`src/design/cpd_pkg.sv`:
```
package cpd_pkg;

   localparam int CANVAS_SIZE_DEFAULT = 128;
   localparam int QUEUE_DEPTH_DEFAULT = 4;

   localparam int OP_W        = 3;
   localparam int FIELD_W     = 8;
   localparam int CHAR_W      = 8;
   localparam int CFG_W       = 8;
   localparam int CSR_INDEX_W = 1;
   // signed coordinate math: covers x+len-1 up to 509, -1, and sizes up to 1024
   localparam int COORD_W     = 12;
   localparam int JOB_KIND_W  = 2;
   localparam int PIECE_W     = 2;
   localparam int RECT_PIECES = 4;

   localparam logic [CSR_INDEX_W-1:0] CSR_WIDTH  = 1'b0;
   localparam logic [CSR_INDEX_W-1:0] CSR_HEIGHT = 1'b1;

   localparam logic [CFG_W-1:0]  CFG_RESET  = 8'd128;
   localparam logic [CHAR_W-1:0] SPACE_CHAR = 8'h20;

   typedef enum logic [OP_W-1:0] {
      OP_POINT = 3'd0,
      OP_HRUN  = 3'd1,
      OP_VRUN  = 3'd2,
      OP_RECT  = 3'd3,
      OP_CLEAR = 3'd4,
      OP_READ  = 3'd5
   } op_type;

   typedef enum logic [JOB_KIND_W-1:0] {
      JOB_H     = 2'd0,
      JOB_V     = 2'd1,
      JOB_CLEAR = 2'd2,
      JOB_READ  = 2'd3
   } job_kind_type;

   typedef enum logic [2:0] {
      BACK_INIT,
      BACK_IDLE,
      BACK_RUN,
      BACK_READ,
      BACK_REPLY
   } back_state_type;

   // queue entry: kind, ok flag, fixed / first / last index, character
   function automatic int entry_width(input int aw);
      return JOB_KIND_W + 1 + 3 * aw + CHAR_W;
   endfunction

endpackage

```
`src/design/cpd_queue.sv`:
```
module cpd_queue #(
   parameter int DEPTH  = cpd_pkg::QUEUE_DEPTH_DEFAULT,
   parameter int DATA_W = 8
) (
   input  logic              clock,
   input  logic              reset,
   input  logic              push,
   input  logic [DATA_W-1:0] push_data,
   output logic              full,
   input  logic              pop,
   output logic [DATA_W-1:0] pop_data,
   output logic              empty
);
   import cpd_pkg::*;

   localparam int PW = (DEPTH > 1) ? $clog2(DEPTH) : 1;
   localparam int CW = $clog2(DEPTH + 1);

   logic [DATA_W-1:0] slot_ff [DEPTH];
   logic [PW-1:0]     wr_ptr_ff, wr_ptr_in;
   logic [PW-1:0]     rd_ptr_ff, rd_ptr_in;
   logic [CW-1:0]     count_ff, count_in;

   assign full     = (count_ff == CW'(DEPTH));
   assign empty    = (count_ff == '0);
   assign pop_data = slot_ff[rd_ptr_ff];

   always_comb begin
      wr_ptr_in = wr_ptr_ff;
      rd_ptr_in = rd_ptr_ff;
      count_in  = count_ff;
      if (push) begin
         wr_ptr_in = (wr_ptr_ff == PW'(DEPTH - 1)) ? '0 : wr_ptr_ff + 1'b1;
      end
      if (pop) begin
         rd_ptr_in = (rd_ptr_ff == PW'(DEPTH - 1)) ? '0 : rd_ptr_ff + 1'b1;
      end
      if (push && !pop) begin
         count_in = count_ff + 1'b1;
      end else if (pop && !push) begin
         count_in = count_ff - 1'b1;
      end
   end

   always_ff @(posedge clock) begin
      if (reset) begin
         wr_ptr_ff <= '0;
         rd_ptr_ff <= '0;
         count_ff  <= '0;
      end else begin
         wr_ptr_ff <= wr_ptr_in;
         rd_ptr_ff <= rd_ptr_in;
         count_ff  <= count_in;
      end
   end

   always_ff @(posedge clock) begin
      if (push) begin
         slot_ff[wr_ptr_ff] <= push_data;
      end
   end

   a_no_push_when_full: assert property (@(posedge clock) disable iff (reset)
      push |-> !full)
      else $error("queue push while full");

endmodule

```
`config.mk`:
```
export PLATFORM = sky130hd
export DESIGN_NAME = cpd_queue
export DESIGN_NICKNAME = d
export VERILOG_FILES = /design/src/design/cpd_pkg.sv /design/src/design/cpd_queue.sv
export SDC_FILE = /design/constraint.sdc
export NUM_CORES = 1
export LEC_CHECK = 0
export ABC_AREA = 1
export BUFFER_PORTS_ARGS = -buffer_cell sky130_fd_sc_hd__buf_2
export CAP_MARGIN = 20
export CORE_MARGIN = 5
export CORE_UTILIZATION = 38
export DETAILED_ROUTE_END_ITERATION = 8
export HOLD_SLACK_MARGIN = 0.06
export PLACE_DENSITY = 0.66
export SYNTH_ARGS = -nofsm -noshare
export SYNTH_HDL_FRONTEND = slang
export SYNTH_SLANG_ARGS = --single-unit
```
`constraint.sdc`:
```
create_clock -name clock -period 2.7 [get_ports clock]
set_input_delay 0.27 -clock clock [delete_from_list [all_inputs] [get_ports clock]]
set_output_delay 0.27 -clock clock [all_outputs]
set_load 0.05 [all_outputs]
```
Word level (Yosys, flattened, before mapping)
Memory sizes are Yosys's and may differ from the RTL's. A register that Yosys moved wholly into a read port is not among the register bits. Index checks and enable logic that the tools add are counted.

Memories: 1. Output and inout port bits: 10. Memory bits (writable): 32. Register bits after elaboration: 7. Word-level logic and storage cells: 25.

Mux-type cells: 8. Add/sub/neg operators: 4. Equal/unequal tests: 3. Reductions and logical operators: 6.

Memory list: slot_ff (words 4, bits a word 8, rd ports 1, clocked after memory_dff 1, wr ports 1, RTL line cpd_queue.sv:19) `logic [DATA_W-1:0] slot_ff [DEPTH];`.

Operator list (number): 2-to-1 mux 2 bit (4); 2-to-1 mux 3 bit (2); adder 2 x 1 -> 2 bit, second input constant (2); equality test 2 bit, second input constant (2); adder 3 x 1 -> 3 bit, second input constant (1); equality test 3 bit, second input constant (1); zero test 3 bit (1); subtractor 3 x 1 -> 3 bit, second input constant (1); logical AND 1 bit (2); zero test 1 bit (2); 2-to-1 mux 1 bit (2); nonzero test 2 bit (1).

Longest topological paths before layout
Depth after elaboration: 4. Depth in mapped cells: 10. Gate-level depth less buffers: 10.

Worst setup path after synthesis
No wires, ideal clock.

Path type: reg-to-output. Start point: register count_ff[0]. End point: output empty. Path buffers: 0. Path slack: 999 ps. Arrival: 1431 ps. Cell stages (with the launch flop): 2. Cell sequence: dfxtp_1 -> nor3_1.

Word-level cells in the longest chain between the ends: 1.

RTL lines: from (decl) (RTL line cpd_queue.sv:22) `logic [CW-1:0] count_ff, count_in;`; from (signal assigned) (RTL line cpd_queue.sv:53) `count_ff <= count_in;`; zero test 3 bit (RTL line cpd_queue.sv:25) `assign empty = (count_ff == '0);`; to (decl) (RTL line cpd_queue.sv:12) `output logic empty`.

Every way passes these cells.

==> results.json <==
{
  "setup_tns_ns": 0,
  "fmax_ghz": 0.486,
  "yosysTopAreaCell": "edfxtp_1",
  "holdWs_ns": 0.186,
  "cts_resized": 0,
  "layout-drive-gt1-share_pct": 21.0,
  "hpwl_mm": 2.12,
  "drc": 0,
  "yosysMostFrequentCell": "edfxtp_1",
  "area_delta_synth_final_pct": 17.0,
  "synth_seq_cells": 41,
  "min_path_type": "input pin to flop",
  "crit_path_max_fanout": 17,
  "power_mw": 1.54,
  "stdcell_count": 214,
  "synth.distinct_cells": 19,
  "gp_congestion": 0.768,
  "vias": 1033,
  "routed_wl_mm": 3.08,
  "path_class": "flop to primary output",
  "cp_top_family": "flip-flops",
  "core_sq_um": 4290,
  "wl_per_cell_um": 14.4,
  "fp.dieH_um": 75.9,
  "synth_flop_cell": "edfxtp_1",
  "io_buffers": 21,
  "diodes": 0,
  "synth_area_sq_um": 1650,
  "max_slew_margin_pct": 63.5,
  "max-clock-path-buffers": 2,
  "ir_worst_vdd_mv": 0.276,
  "cts.clk_slew.worst_paths_ns": 0.07,
  "overflow": 0,
  "ff_latch_area_sq_um": 1140,
  "grt_pass1_wl_mm": 5.30,
  "ys_seq_area_share_pct": 69.1,
  "p_leak_nw": 0.779,
  "multiInputGateArea_sq_um": 428,
  "crit_path_max_incr_delay_ns": 0.67,
  "die_w_um": 75.9,
  "maxSlewViolCount": 0,
  "synthesis.nets": 154,
  "startpoint_type": "flop",
  "p_per_area_nw_per_um2": 794,
  "synth-edff-count": 32,
  "n_fill_cell": 405,
  "drt-initial-drc-count": 77,
  "slowest_stage": "dfxtp_1",
  "cts_tree": "built",
  "start_util_pct": 38.5,
  "required_ns": 2.43,
  "skew_ns": 0.00411,
  "cts_hold_buf": 0,
  "hold_viol_final": 0,
  "nets": 180,
  "clkSinkCount": 41,
  "yosys_warnings": 0,
  "tightest_slew_ns": 0.547,
  "outcome": "finished clean",
  "rows": 24,
  "grt_max_degree": 18,
  "clk_latency_ns": 0.29,
  "avgSynthCellArea_sq_um": 12.2,
  "post-cts-setup-buffer-count": 0,
  "grt_pass1_vias": 1136,
  "critPathCaptureType": "primary output",
  "die_area_sq_um": 5760,
  "antenna_found_initial": 0,
  "critPathBufInv": 2,
  "routed_via_density": 4.83,
  "setup_viol": 0,
  "period_minus_slack_ns": 2.06,
  "crit_chain": "inv_2 > o21ai_0 > o22ai_1 > buf_2",
  "syn_inst": 135,
  "cts_buffers": 5,
  "ant_nets": 0,
  "synth_area_leaders": "edfxtp_1 (58%), dfxtp_1 (11%), nor2_1 (5.0%)",
  "dr.pass1.iters": 4,
  "arrival_ns": 1.79,
  "grt.total_usage_pct": 11.6,
  "cap_viol_max_count": 0,
  "synth_common_cells": "edfxtp_1 (32), nor2_1 (22), inv_1 (15), o21ai_0 (15), dfxtp_1 (9)",
  "synth_top_area_share_pct": 58.2,
  "ios": 22,
  "synthArstFlopShare_pct": 0,
  "cts_root_buf": "clkbuf_8",
  "rsz0062_at_grt": "false",
  "period_share_pct": 76.1,
  "post-place-cells": 206,
  "htreeDepth": 2
}
[final cells by class]
cell class | instances | share of cell area (%)
clock buffer | 5 | 3.56
clock inverter | 3 | 3.37
inverter | 16 | 3.11
multi-input combinational | 76 | 22.1
sequential | 41 | 59.0
tap | 52 | 3.37
timing repair buffer | 21 | 5.44
[routing by layer]
metal / part of all wire (%) / track usage [%] / vias up
met4: 1.2 / 4.98 / 0
met2: 50 / 19.5 / 24
met1: 42 / 12.6 / 486
li1: - / - / 518
met3: 6.3 / 4.86 / 5
met5: 0 / 0 / -
[flip-flops by register name, summed over array words and instances (netlist names), named ones only]
name       count
count_ff       3
rd_ptr_ff      2
slot_ff       32
wr_ptr_ff      2
[power by group]
part	switching (mW)	leakage [nW]	internal, mW
combinational	0.167	0.342	0.0589
clock	0.202	0.0681	0.367
sequential	0.0260	0.369	0.715
total	0.394	0.779	1.14
[layout by cell type (no fill, tap or decap), types with 2 or more instances in the layout]
master	instances
inv_1	15
edfxtp_1	32
bufinv_16	2
buf_2	21
nor2_1	22
o21ai_0	15
nor2_2	2
o21ai_2	2
ha_1	6
nor3_1	4
dfxtp_1	9
nand2_1	8
o21ai_1	2
clkbuf_8	5
o22ai_1	8
a21oi_1	3
[cell families after synthesis]
logic type	count (synthesis)	synth area share [%]
compound gates	30	10.2
xor+xnor	1	0.530
fa+ha+maj	7	5.76
buf+inv	18	5.00
flops	41	69.1
simple gates	38	9.47
[per-stage QoR]
step                area, sq um  setup slack (ns)  utilization (%)
floorplan                  1650             0.999                -
global placement           1800              1.03             41.9
finish                     1930             0.644             45.0
detailed placement         1800             0.943             41.9
CTS                        1930             0.621             45.0
global route               1930             0.437             45.0
[worst reg2reg max path, stage by stage, from the launching register on]
cell	delay (ns)
dfxtp_1	0.40
ha_1	0.19
nand2_1	0.06
inv_1	0.29
[final timing paths]
kind	startpoint	endpoint	slack (ns)	depth (start not counted)
max	flop	pop_data[4]	0.64	4
min	reset	count_ff[0]	0.19	2
max reg2reg	wr_ptr_ff[0]	slot_ff[3][3]	1.43	3
min reg2reg	wr_ptr_ff[1]	wr_ptr_ff[1]	0.54	2
Note: power is estimated with default switching activity, not from simulation.
