## config.mk

```make
export PLATFORM = sky130hd
export DESIGN_NAME = cpd_front
export DESIGN_NICKNAME = d
export VERILOG_FILES = /design/src/design/cpd_pkg.sv /design/src/design/cpd_front.sv
export SDC_FILE = /design/constraint.sdc
export NUM_CORES = 1
export LEC_CHECK = 0
export CAP_MARGIN = 20
export CORE_AREA = 4 4 136 138
export DETAILED_ROUTE_END_ITERATION = 10
export DIE_AREA = 0 0 140 142
export DONT_BUFFER_PORTS = 1
export GPL_TIMING_DRIVEN = 1
export PLACE_DENSITY_LB_ADDON = 0.2
export SYNTH_ARGS = -nofsm -noshare
export SYNTH_HDL_FRONTEND = slang
export SYNTH_SLANG_ARGS = --single-unit
export TNS_END_PERCENT = 100
```

## constraint.sdc

```tcl
create_clock -name clock -period 10.8 [get_ports clock]
set_clock_uncertainty 0.15 [all_clocks]
set_input_delay 1.62 -clock clock [delete_from_list [all_inputs] [get_ports clock]]
set_output_delay 1.62 -clock clock [all_outputs]
set_load 0.005 [all_outputs]
```

## src/design/cpd_pkg.sv

```systemverilog
package cpd_pkg;

   localparam int CANVAS_SIZE_DEFAULT = 128;
   localparam int QUEUE_DEPTH_DEFAULT = 4;

   localparam int OP_W        = 3;
   localparam int FIELD_W     = 8;
   localparam int CHAR_W      = 8;
   localparam int CFG_W       = 8;
   localparam int CSR_INDEX_W = 1;
   // signed coordinate math: covers x+len-1 up to 509, -1, and sizes up to 1024
   localparam int COORD_W     = 12;
   localparam int JOB_KIND_W  = 2;
   localparam int PIECE_W     = 2;
   localparam int RECT_PIECES = 4;

   localparam logic [CSR_INDEX_W-1:0] CSR_WIDTH  = 1'b0;
   localparam logic [CSR_INDEX_W-1:0] CSR_HEIGHT = 1'b1;

   localparam logic [CFG_W-1:0]  CFG_RESET  = 8'd128;
   localparam logic [CHAR_W-1:0] SPACE_CHAR = 8'h20;

   typedef enum logic [OP_W-1:0] {
      OP_POINT = 3'd0,
      OP_HRUN  = 3'd1,
      OP_VRUN  = 3'd2,
      OP_RECT  = 3'd3,
      OP_CLEAR = 3'd4,
      OP_READ  = 3'd5
   } op_type;

   typedef enum logic [JOB_KIND_W-1:0] {
      JOB_H     = 2'd0,
      JOB_V     = 2'd1,
      JOB_CLEAR = 2'd2,
      JOB_READ  = 2'd3
   } job_kind_type;

   typedef enum logic [2:0] {
      BACK_INIT,
      BACK_IDLE,
      BACK_RUN,
      BACK_READ,
      BACK_REPLY
   } back_state_type;

   // queue entry: kind, ok flag, fixed / first / last index, character
   function automatic int entry_width(input int aw);
      return JOB_KIND_W + 1 + 3 * aw + CHAR_W;
   endfunction

endpackage

```

## src/design/cpd_front.sv

```systemverilog
module cpd_front #(
   parameter  int CANVAS_SIZE = cpd_pkg::CANVAS_SIZE_DEFAULT,
   localparam int AW          = $clog2(CANVAS_SIZE),
   localparam int ENTRY_W     = cpd_pkg::entry_width(AW)
) (
   input  logic                          clock,
   input  logic                          reset,
   input  logic                          start,
   output logic                          busy,
   input  logic [cpd_pkg::OP_W-1:0]      req_operation,
   input  logic [cpd_pkg::FIELD_W-1:0]   req_x_pos,
   input  logic [cpd_pkg::FIELD_W-1:0]   req_y_pos,
   input  logic [cpd_pkg::FIELD_W-1:0]   req_span_length,
   input  logic [cpd_pkg::FIELD_W-1:0]   req_span_height,
   input  logic [cpd_pkg::CHAR_W-1:0]    req_draw_char,
   input  logic                          csr_we,
   input  logic [cpd_pkg::CSR_INDEX_W-1:0] csr_index,
   input  logic [cpd_pkg::CFG_W-1:0]     csr_wdata,
   input  logic                          init_busy,
   output logic                          push,
   output logic [ENTRY_W-1:0]            push_data,
   input  logic                          full
);
   import cpd_pkg::*;

   typedef struct packed {
      job_kind_type      kind;
      logic              ok;
      logic [AW-1:0]     fixed;
      logic [AW-1:0]     first;
      logic [AW-1:0]     last;
      logic [CHAR_W-1:0] ch;
   } job_type;

   localparam logic signed [COORD_W-1:0] SIZE_C = COORD_W'(CANVAS_SIZE);

   logic               cmd_valid_ff, cmd_valid_in;
   logic [PIECE_W-1:0] piece_ff, piece_in;
   logic [OP_W-1:0]    op_ff;
   logic [FIELD_W-1:0] x_ff, y_ff, len_ff, hgt_ff;
   logic [CHAR_W-1:0]  ch_ff;
   logic [CFG_W-1:0]   width_ff, height_ff;

   logic signed [COORD_W-1:0] xs, ys, ls, hs;
   logic signed [COORD_W-1:0] fix_s, start_s, len_s, end_s, endc_s, last_s;
   logic signed [COORD_W-1:0] wc_s, hc_s, wm1_s, hm1_s;
   job_kind_type seg_kind;
   logic         seg_en, last_piece;
   job_type      job;
   logic         job_valid, advance, cmd_done, accept;

   assign xs = $signed(COORD_W'(x_ff));
   assign ys = $signed(COORD_W'(y_ff));
   assign ls = $signed(COORD_W'(len_ff));
   assign hs = $signed(COORD_W'(hgt_ff));

   // split each drawing command into straight runs
   always_comb begin
      seg_en   = 1'b0;
      seg_kind = JOB_H;
      fix_s    = ys;
      start_s  = xs;
      len_s    = ls;
      unique case (op_ff)
         OP_POINT: begin
            seg_en = 1'b1;
            len_s  = COORD_W'(1);
         end
         OP_HRUN: begin
            seg_en = 1'b1;
         end
         OP_VRUN: begin
            seg_en   = 1'b1;
            seg_kind = JOB_V;
            fix_s    = xs;
            start_s  = ys;
         end
         OP_RECT: begin
            seg_en = 1'b1;
            unique case (piece_ff)
               2'd0: begin
               end
               2'd1: begin
                  fix_s = ys + hs - COORD_W'(1);
               end
               2'd2: begin
                  seg_kind = JOB_V;
                  fix_s    = xs;
                  start_s  = ys;
                  len_s    = hs;
               end
               default: begin
                  seg_kind = JOB_V;
                  fix_s    = xs + ls - COORD_W'(1);
                  start_s  = ys;
                  len_s    = hs;
               end
            endcase
         end
         default: begin
         end
      endcase
   end

   // clip to the store and build the queue entry
   always_comb begin
      end_s  = start_s + len_s;
      endc_s = (end_s > SIZE_C) ? SIZE_C : end_s;
      last_s = endc_s - COORD_W'(1);
      wc_s   = ($signed(COORD_W'(width_ff)) > SIZE_C) ? SIZE_C : $signed(COORD_W'(width_ff));
      hc_s   = ($signed(COORD_W'(height_ff)) > SIZE_C) ? SIZE_C : $signed(COORD_W'(height_ff));
      wm1_s  = wc_s - COORD_W'(1);
      hm1_s  = hc_s - COORD_W'(1);

      job.kind  = seg_kind;
      job.ok    = 1'b1;
      job.fixed = fix_s[AW-1:0];
      job.first = start_s[AW-1:0];
      job.last  = last_s[AW-1:0];
      job.ch    = ch_ff;
      job_valid = seg_en && (start_s < endc_s) && (fix_s >= 0) && (fix_s < SIZE_C);

      if (op_ff == OP_CLEAR) begin
         job.kind  = JOB_CLEAR;
         job.fixed = hm1_s[AW-1:0];
         job.first = '0;
         job.last  = wm1_s[AW-1:0];
         job.ch    = SPACE_CHAR;
         job_valid = (wc_s != 0) && (hc_s != 0);
      end else if (op_ff == OP_READ) begin
         job.kind  = JOB_READ;
         job.ok    = (xs < SIZE_C) && (ys < SIZE_C);
         job.fixed = ys[AW-1:0];
         job.first = xs[AW-1:0];
         job.last  = xs[AW-1:0];
         job_valid = 1'b1;
      end
   end

   assign last_piece = (op_ff == OP_RECT) ? (piece_ff == PIECE_W'(RECT_PIECES - 1)) : 1'b1;
   assign advance    = cmd_valid_ff && (!job_valid || !full);
   assign push       = cmd_valid_ff && job_valid && !full;
   assign push_data  = job;
   assign cmd_done   = advance && last_piece;
   assign busy       = init_busy || (cmd_valid_ff && !cmd_done);
   assign accept     = start && !busy;

   always_comb begin
      cmd_valid_in = cmd_valid_ff;
      piece_in     = piece_ff;
      if (accept) begin
         cmd_valid_in = 1'b1;
         piece_in     = '0;
      end else if (cmd_done) begin
         cmd_valid_in = 1'b0;
      end else if (advance) begin
         piece_in = piece_ff + 1'b1;
      end
   end

   always_ff @(posedge clock) begin
      if (reset) begin
         cmd_valid_ff <= 1'b0;
         piece_ff     <= '0;
         width_ff     <= CFG_RESET;
         height_ff    <= CFG_RESET;
      end else begin
         cmd_valid_ff <= cmd_valid_in;
         piece_ff     <= piece_in;
         if (csr_we && csr_index == CSR_WIDTH) begin
            width_ff <= csr_wdata;
         end
         if (csr_we && csr_index == CSR_HEIGHT) begin
            height_ff <= csr_wdata;
         end
      end
   end

   always_ff @(posedge clock) begin
      if (accept) begin
         op_ff  <= req_operation;
         x_ff   <= req_x_pos;
         y_ff   <= req_y_pos;
         len_ff <= req_span_length;
         hgt_ff <= req_span_height;
         ch_ff  <= req_draw_char;
      end
   end

   a_accept_loads: assert property (@(posedge clock) disable iff (reset)
      accept |=> cmd_valid_ff)
      else $error("accepted command not held");

endmodule

```

# Word level (Yosys, flattened, before mapping)
# Index checks and enable logic that the tools add are counted.
dict set report totals {
  reg_bits 62
  inputBits 58
  wordCells 87
}
dict set report op_classes {
  n_addsub 9
  n_lt_le_gt_ge 8
  n_eq_ne 8
  mux 22
  n_bitwise 2
  reduce_logical 28
}
# operator count
set ops {}
lappend ops {{$reduce_bool 32->1} 2}
lappend ops {{$mux 8} 5}
lappend ops {{$pmux 12 s3} 1}
lappend ops {{$pmux 8 s2} 2}
lappend ops {{$mux 24} 1}
lappend ops {{$pmux 12 s2} 1}
lappend ops {{$mux 21} 1}
lappend ops {{$sub 9x1->10 const B} 2}
lappend ops {{$add 8x8->9} 2}
lappend ops {{$gt 8x8->1 const B} 2}
lappend ops {{$lt 8x8->1 const B} 2}
lappend ops {{$sub 7x1->7 const B} 2}
lappend ops {{$logic_and 1x1->1} 13}
lappend ops {{$add 12x12->12} 1}
lappend ops {{$ge 12x1->1 const B} 1}
lappend ops {{$gt 12x9->1 const B} 1}
lappend ops {{$lt 12x9->1 const B} 1}
lappend ops {{$lt 9x12->1} 1}
lappend ops {{$mux 12} 1}
lappend ops {{$mux 1} 8}
lappend ops {{$sub 7x2->7 const B} 1}
lappend ops {{$eq 3x2->1 const B} 2}
lappend ops {{$eq 3x3->1 const B} 2}
lappend ops {{$eq 2x2->1 const B} 2}
lappend ops {{14 further kinds} 20}

# Depth between registers and ports, before layout
# Gate-level depths: netlist of run 1.
dict set report depth {
  word_depth 23
  depth_mapped 27
  ltp_nobuf 25
}

# Worst setup path before layout of run 1
# No wires, ideal clock.
dict set report synth_timing {
  kind {reg2out}
  from {register op_ff[1]}
  to {output busy}
  arrival_ns 5.022
  path_slack_ns 4.008
  path_stages_with_launch 24
  cell_sequence {edfxtp_1 clkbuf_1 nor3_1 a211oi_1 a31oi_1 ha_1 inv_1 fa_1 nand2b_1 a21oi_1 o211ai_2 or4_1 a21boi_2 buf_6 nand2_2 ha_1 a21oi_1 o21ai_0 a211oi_1 and3_1 a32oi_1 o21ai_0 nand3_1 nand3b_1}
}
dict set report synth_between {
  elab_chain_len 18
  word_cells_on_any_way 30
  classes_between {add/sub: 1; order compare: 4; eq/ne: 5; mux: 8; reduce/logical: 12}
}
# item line
set synth_lines {}
lappend synth_lines {{start, declared} cpd_front.sv:39} ;# logic [OP_W-1:0] op_ff;
lappend synth_lines {{start signal, assigned} cpd_front.sv:181} ;# op_ff <= req_operation;
lappend synth_lines {{$eq 3x2->1, or another cell as far along} {cpd_front.sv:64, cpd_front.sv:140}}
lappend synth_lines {{$pmux 8 s2} cpd_front.sv:64} ;# unique case (op_ff)
lappend synth_lines {{$add 12x12->12} cpd_front.sv:107} ;# end_s = start_s + len_s;
lappend synth_lines {{$gt 12x9->1} cpd_front.sv:108} ;# endc_s = (end_s > SIZE_C) ? SIZE_C : end_s;
lappend synth_lines {{$mux 12} cpd_front.sv:108}
lappend synth_lines {{$lt 9x12->1} cpd_front.sv:121} ;# job_valid = seg_en && (start_s < endc_s) && (fix_s >= 0) && (fix_s < SIZE_C);
lappend synth_lines {{$logic_and 1x1->1 (3 in a row)} cpd_front.sv:121}
lappend synth_lines {{$mux 1} cpd_front.sv:130} ;# end else if (op_ff == OP_READ) begin
lappend synth_lines {{$mux 1} cpd_front.sv:123} ;# if (op_ff == OP_CLEAR) begin
lappend synth_lines {{$logic_not 1->1} cpd_front.sv:141} ;# assign advance = cmd_valid_ff && (!job_valid || !full);
lappend synth_lines {{$logic_or 1x1->1} cpd_front.sv:141}
lappend synth_lines {{$logic_and 1x1->1} cpd_front.sv:141}
lappend synth_lines {{$logic_and 1x1->1 *} cpd_front.sv:144} ;# assign cmd_done = advance && last_piece;
lappend synth_lines {{$logic_not 1->1 *} cpd_front.sv:145} ;# assign busy = init_busy || (cmd_valid_ff && !cmd_done);
lappend synth_lines {{$logic_and 1x1->1 *} cpd_front.sv:145}
lappend synth_lines {{$logic_or 1x1->1 *} cpd_front.sv:145}
lappend synth_lines {{end, declared} cpd_front.sv:9} ;# output logic busy,
# Every way passes the cells marked *; elsewhere a longest branch is shown, timed or not.

# Final worst setup path of run 1
dict set report layout_timing {
  from {register op_ff[0]}
  to {output busy}
}
# Same word-level chain as after synthesis.

==> results of run 1 <==
[area by class of cell]
cell class / instances / share of cell area
clock buffers: 10 / 0.0408
clock inverters: 6 / 0.00669
inverters: 77 / 0.0515
multi-input cells: 463 / 0.552
flip-flops and latches: 62 / 0.298
well taps: 225 / 0.0501
repair buffers: 1 / 0.00134
[stage by stage]
step                      hold WS, ns  worst slack [ns]
after floorplan                 0.294              4.01
after global placement          0.310              2.87
after detailed placement        0.322              2.62
after CTS                       0.332              2.23
after global routing            0.348              1.52
final                           0.323              2.12
[cell families after synthesis]
| logic type | synth area share |
|---|---|
| AO/OA/AOI/OAI | 0.209 |
| AND/OR/NAND/NOR | 0.195 |
| flip-flops | 0.325 |
| multiplexers | 0.0175 |
| XOR/XNOR | 0.0355 |
| adder cells (fa/ha/maj) | 0.146 |
| buffers and inverters | 0.0725 |
[worst max-delay path: stages (launching register included)]
cell and delay (ns):
edfxtp_1 0.80, inv_2 0.25, o21ai_1 0.81, a21oi_1 0.24, inv_1 0.10, ha_1 0.19, inv_1 0.07, fa_1 0.42
nand2b_1 0.22, a21oi_1 0.20, o211ai_2 0.16, or4_1 0.55, a21boi_2 0.39, nand2_1 0.18, ha_1 0.33, a21oi_1 0.15
nor2b_1 0.07, a211oi_1 0.42, and3_1 0.23, a32oi_1 0.14, o21ai_0 0.27, nand3_1 0.21, nand3b_1 0.16
[Yosys cell counts, drive strengths merged, types with 8 or more instances]
cell / instances / area, µm²
nand2: 60 / 228
edfxtp: 43 / 1290
nand2b: 14 / 87.6
xnor2: 13 / 121
a211oi: 11 / 82.6
inv: 76 / 285
clkbuf: 17 / 63.8
dfxtp: 19 / 380
nor2b: 23 / 144
nor3: 11 / 55.1
nand3: 15 / 75.1
a21oi: 56 / 280
nor2: 61 / 229
o21ai: 38 / 190
mux2i: 9 / 90.1
ha: 55 / 688
a22oi: 8 / 60.1
[worst max path at each step]
stage	slack, ns	end
after floorplan	4.01	busy
after detailed placement	2.62	busy
after global routing	1.52	busy
after global placement	2.87	busy
final	2.12	busy
after CTS	2.23	busy
[state kept, by name, summed over array words and instances, names as in the netlist]
register	flops
height_ff	8
len_ff	8
cmd_valid_ff	1
hgt_ff	8
ch_ff	8
piece_ff	2
x_ff	8
y_ff	8
width_ff	8
op_ff	3
[power groups by stage]
stage,Clock [mW],Combinational [mW],Sequential [mW]
floorplan,0,0.148,0.277
global placement,0,0.185,0.285
detailed placement,0,0.188,0.285
CTS,0.267,0.189,0.280
global route,0.279,0.211,0.281
finish,0.260,0.188,0.280
[metal layers]
metal  vias to the layer above  wire length [µm]  track usage
li1                       2180                 -            -
met1                      2088              7340        0.208
met2                       131              7660        0.268
met3                        17               825       0.0329
met4                         2               238       0.0479
met5                         -                 7            0
==> reports/qor.yml, run 1 <==
die_h_um: 142
synthesis.area_per_instance_um2: 8.27
leakage_nw: 2.31
dominantRegCellSynth: "edfxtp_1"
reg2regPathDepth: 22
cts.root.buffer_cell: "clkbuf_16"
placed_cells_incl_taps: 828
dr.first_iter.drc_count: 319
layout.cells.most_common: "inv_1"
grt_start_max_net_pins: 44
grt_antenna_before_repair: 1
cts.sink_count: 62
share_seq_of_total_power: 0.385
end_kind: "output pin"
synth_cells: 622
ys_seq_elements: 62
grt_first_pass_wirelength_um: 24500
achievable-frequency_ghz: 0.115
status: "complete, no violations"
netSwitchingFraction: 0.322
dieArea_mm2: 0.0199
worst_path_max_fanout: 21
postRouteWirelength_um: 16100
synth_enable_flop_cells: 43
arrival_ns: 6.91
layout.core_utilization: 0.327
crit_path_time_final_ns: 8.68
max_slew_margin: 0.326
boundaryPins: 92
clkSlewWorstSetupHoldPaths_ns: 0.06
critical_path.startpoint_type: "register"
final.fill_count: 1857
antenna_cells_inserted: 0
grt_use_total: 0.159
maxCapViolations: 0
ys_seq_area_frac: 0.325
layout_common_cells: "inv_1 (75), nor2_1 (61), nand2_1 (59)"
drt_drc_violations_left: 0
area.sequential_mm2: 0.00167
r2r_setup_slack_ns: 3.21
hold_viol_final: 0
wl_per_cell_um: 19.0
postPlaceCellArea_mm2: 0.00535
pwr-share-comb: 0.258
dieWidth_um: 140
worst_pin_slew_ns: 1.01
power.total_mw: 0.729
multi_input_comb_area_mm2: 0.00310
floorplan.initialDensity: 0.299
cts_inserted_buffers: 9
hold_start: "height_ff[0]"
totalNegativeSetupSlack_ns: 0
dp_hpwl_um: 13100
synth.lib_cells_used.distinct: 65
drt_pre_antenna_iters: 6
holdPathStages: 2
cts-htree-levels: 3
critPathRequiredTime_ns: 9.03
synthesis.nets: 738
post_cts.repair.setup_buffers: 0
final_setup_viols: 0
final_nets: 730
max-clock-path-buffers: 2
unrepaired_setup_endpoints_after_global_routing: "no"
holdPathEnd: "height_ff[0]"
rr_startpoint: "op_ff[0]"
via_count: 4418
final_cells: 844
drt.antenna.violating_nets: 0
synth_area_mm2: 0.00514
ys.warnings.count: 0
crit-reg2reg-capture: "hgt_ff[1]"
postSynth.asyncResetShare: 0
cts_tree: "built"
cp-startpoint: "op_ff[0]"
cell_area_power_density_mw_per_mm2: 130
power.net_switching_mw: 0.235
cts-hold-fix-buffers: 0
numPortBuffers: 0
area.growth.synth_to_final_pct: 9.20
worst_skew_pair.late_latency_ns: 0.34
detail_route.vias_per_cell: 5.23
cell_internal_pwr_mw: 0.494
placeableCoreArea_mm2: 0.0172
crit_type: "reg -> out"
hold_path.class: "reg -> reg"
cts_repair_resize_count: 0
fin_area_mm2: 0.00561
slew_violations: 0
grt_pass1_vias: 4330
grt-ovfl-total: 0
clock_power_share: 0.358
drive_gt1_frac: 0.0404
peakVddDrop_v: 0.0000912
final.period_utilization: 0.804
place.gp.congestion: 0.930
rows: 48
(Power assumes the default switching activity.)
==> inputs of run 2 (changes only) <==
==> constraint.sdc (replaced) <==
create_clock -name clock -period 7 [get_ports clock]
set_clock_uncertainty 0.15 [all_clocks]
set_input_delay 1.05 -clock clock [delete_from_list [all_inputs] [get_ports clock]]
set_output_delay 1.05 -clock clock [all_outputs]
set_load 0.005 [all_outputs]
==> reports/qor.yml, run 2 (same netlist as run 1, synthesis figures left out) <==
max_slew_margin: 0.343  # +0.0172
via_count: 4506  # +2.0%
worst_path_max_fanout: 9  # -57%
crit_type: "reg -> out"
layout.cells.most_common: "inv_1"
dieArea_mm2: 0.0199  # unchanged
postRouteWirelength_um: 16000  # -0.44%
peakVddDrop_v: 0.000216  # +140%
clkSlewWorstSetupHoldPaths_ns: 0.06  # about the same
max-clock-path-buffers: 2  # unchanged
met1_routing_resource_usage_after_global_routing: 0.205  # -0.00225
status: "complete, no violations"
die_h_um: 142  # unchanged
cts.root.buffer_cell: "clkbuf_16"
cts_inserted_buffers: 9  # unchanged
unrepaired_setup_endpoints_after_global_routing: "no"
achievable-frequency_ghz: 0.152
antenna_cells_inserted: 0  # unchanged
drt.antenna.violating_nets: 0  # unchanged
final_setup_viols: 0  # unchanged
grt_first_pass_wirelength_um: 24600  # +0.68%
drt_drc_violations_left: 0  # unchanged
totalNegativeSetupSlack_ns: 0  # unchanged
dp_hpwl_um: 13200  # +0.86%
global_route.peak_usage_layer: "met2"
final.fill_count: 1835  # -1.2%
detail_route.vias_per_cell: 5.20  # -0.60%
wl_per_cell_um: 18.5  # -3.0%
multi_input_comb_area_mm2: 0.00315  # +1.7%
grt-ovfl-total: 0  # unchanged
maxCapViolations: 0  # unchanged
grt_use_met2: 0.257  # -0.0111
crit_path_time_final_ns: 6.59
drive_gt1_frac: 0.0936  # +0.0532
cts.sink_count: 62  # unchanged
cts_tree: "built"
arrival_ns: 5.39  # -1.52 ns
leakage_nw: 2.44  # +5.9%
final_nets: 752  # +3.0%
final.period_utilization: 0.942
boundaryPins: 92  # unchanged
worst_skew_pair.late_latency_ns: 0.34  # about the same
gr-usage-met3: 0.0356  # +0.00269
area.growth.synth_to_final_pct: 14.1
place.gp.congestion: 0.909  # -2.2%
area.sequential_mm2: 0.00167  # about the same
grt_start_max_net_pins: 44  # unchanged
rows: 48  # unchanged
placeableCoreArea_mm2: 0.0172  # unchanged
grt_use_total: 0.159  # -0.000201
floorplan.initialDensity: 0.299  # unchanged
final_cells: 866  # +2.6%
drt_pre_antenna_iters: 6  # unchanged
critical_path.startpoint_type: "register"
slew_violations: 0  # unchanged
hold_viol_final: 0  # unchanged
grt_pass1_vias: 4413  # +1.9%
cts-htree-levels: 3  # unchanged
end_kind: "output pin"
placed_cells_incl_taps: 848  # +2.4%
dr.first_iter.drc_count: 392  # +23%
worst_pin_slew_ns: 0.985  # -0.0258 ns
hold_path.class: "reg -> reg"
numPortBuffers: 0  # unchanged
layout_common_cells: "inv_1 (75), nand2_1 (59), nor2_1 (59)"
critPathRequiredTime_ns: 5.80  # -3.23 ns
grt_antenna_before_repair: 0  # -1
cell_area_power_density_mw_per_mm2: 202  # +55%
dieWidth_um: 140  # unchanged
cts-hold-fix-buffers: 0  # unchanged
power.total_mw: 1.18  # +62%
==> run 2: worst paths after layout <==
kind | slack, ns | cells past startpoint | from | to
worst min register to register | 0.32 | 2 | width_ff[4] | width_ff[4]
worst min-delay path | 0.32 | 2 | width_ff[4] | width_ff[4]
worst max-delay path | 0.41 | 23 | piece_ff[0] | busy
worst max register to register | 0.61 | 25 | piece_ff[0] | len_ff[5]
==> run 2: cell type report <==
class / instances / area share
clock inverter: 7 / 0.0124
multi-input combinational: 463 / 0.537
tap: 225 / 0.0480
timing repair buffer: 23 / 0.0294
clock buffer: 9 / 0.0384
sequential: 62 / 0.285
inverter: 77 / 0.0493
==> run 2: power by group <==
group / total (mW) / switching (mW) / internal (mW)
sequential: 0.431 / 0.0187 / 0.412
clock: 0.442 / 0.166 / 0.276
combinational: 0.310 / 0.183 / 0.127
==> run 2: timing repair <==
action | 4_1_cts | 5_1_grt
resized for setup | 2 | 14
gates cloned | 0 | 0
setup endpoints to repair | 2 | 45
pin swaps | 0 | 4
buffers inserted | 0 | 2
==> run 2: layer usage <==
metal  vias up  routed length [µm]  part of all wire
met2       123                7360              0.46
li1       2233                   -                 -
met5         -                   0                 0
met3        37                 891             0.056
met1      2113                7220              0.45
met4         0                 531             0.033
==> run 2: through the flow <==
stage                     worst slack, ns  hold slack (ns)  instance area, µm²  utilization
final                               0.409            0.323                5860        0.341
after global routing               0.0209            0.348                5860        0.341
after CTS                          0.0109            0.325                5800        0.338
after detailed placement            0.215            0.318                5500        0.320
after global placement              0.222            0.310                5500        0.320
after floorplan                     0.636            0.294                5140            -
==> run 2: worst max-delay path, cell delays in order, from the launching register on <==
cell,delay [ns]
dfxtp_2,0.38
inv_1,0.08
ha_1,0.22
buf_4,0.17
or3_4,0.40
mux2i_1,0.14
nor2_1,0.17
inv_1,0.08
fa_2,0.39
nand2b_2,0.22
a21oi_1,0.18
o211ai_2,0.15
or4_4,0.55
a21boi_4,0.21
nand2_1,0.09
ha_1,0.30
a21oi_1,0.16
o21ai_1,0.11
a211oi_2,0.27
and3_1,0.19
a32oi_1,0.13
o21ai_2,0.21
nand3_1,0.13
nand3b_1,0.13
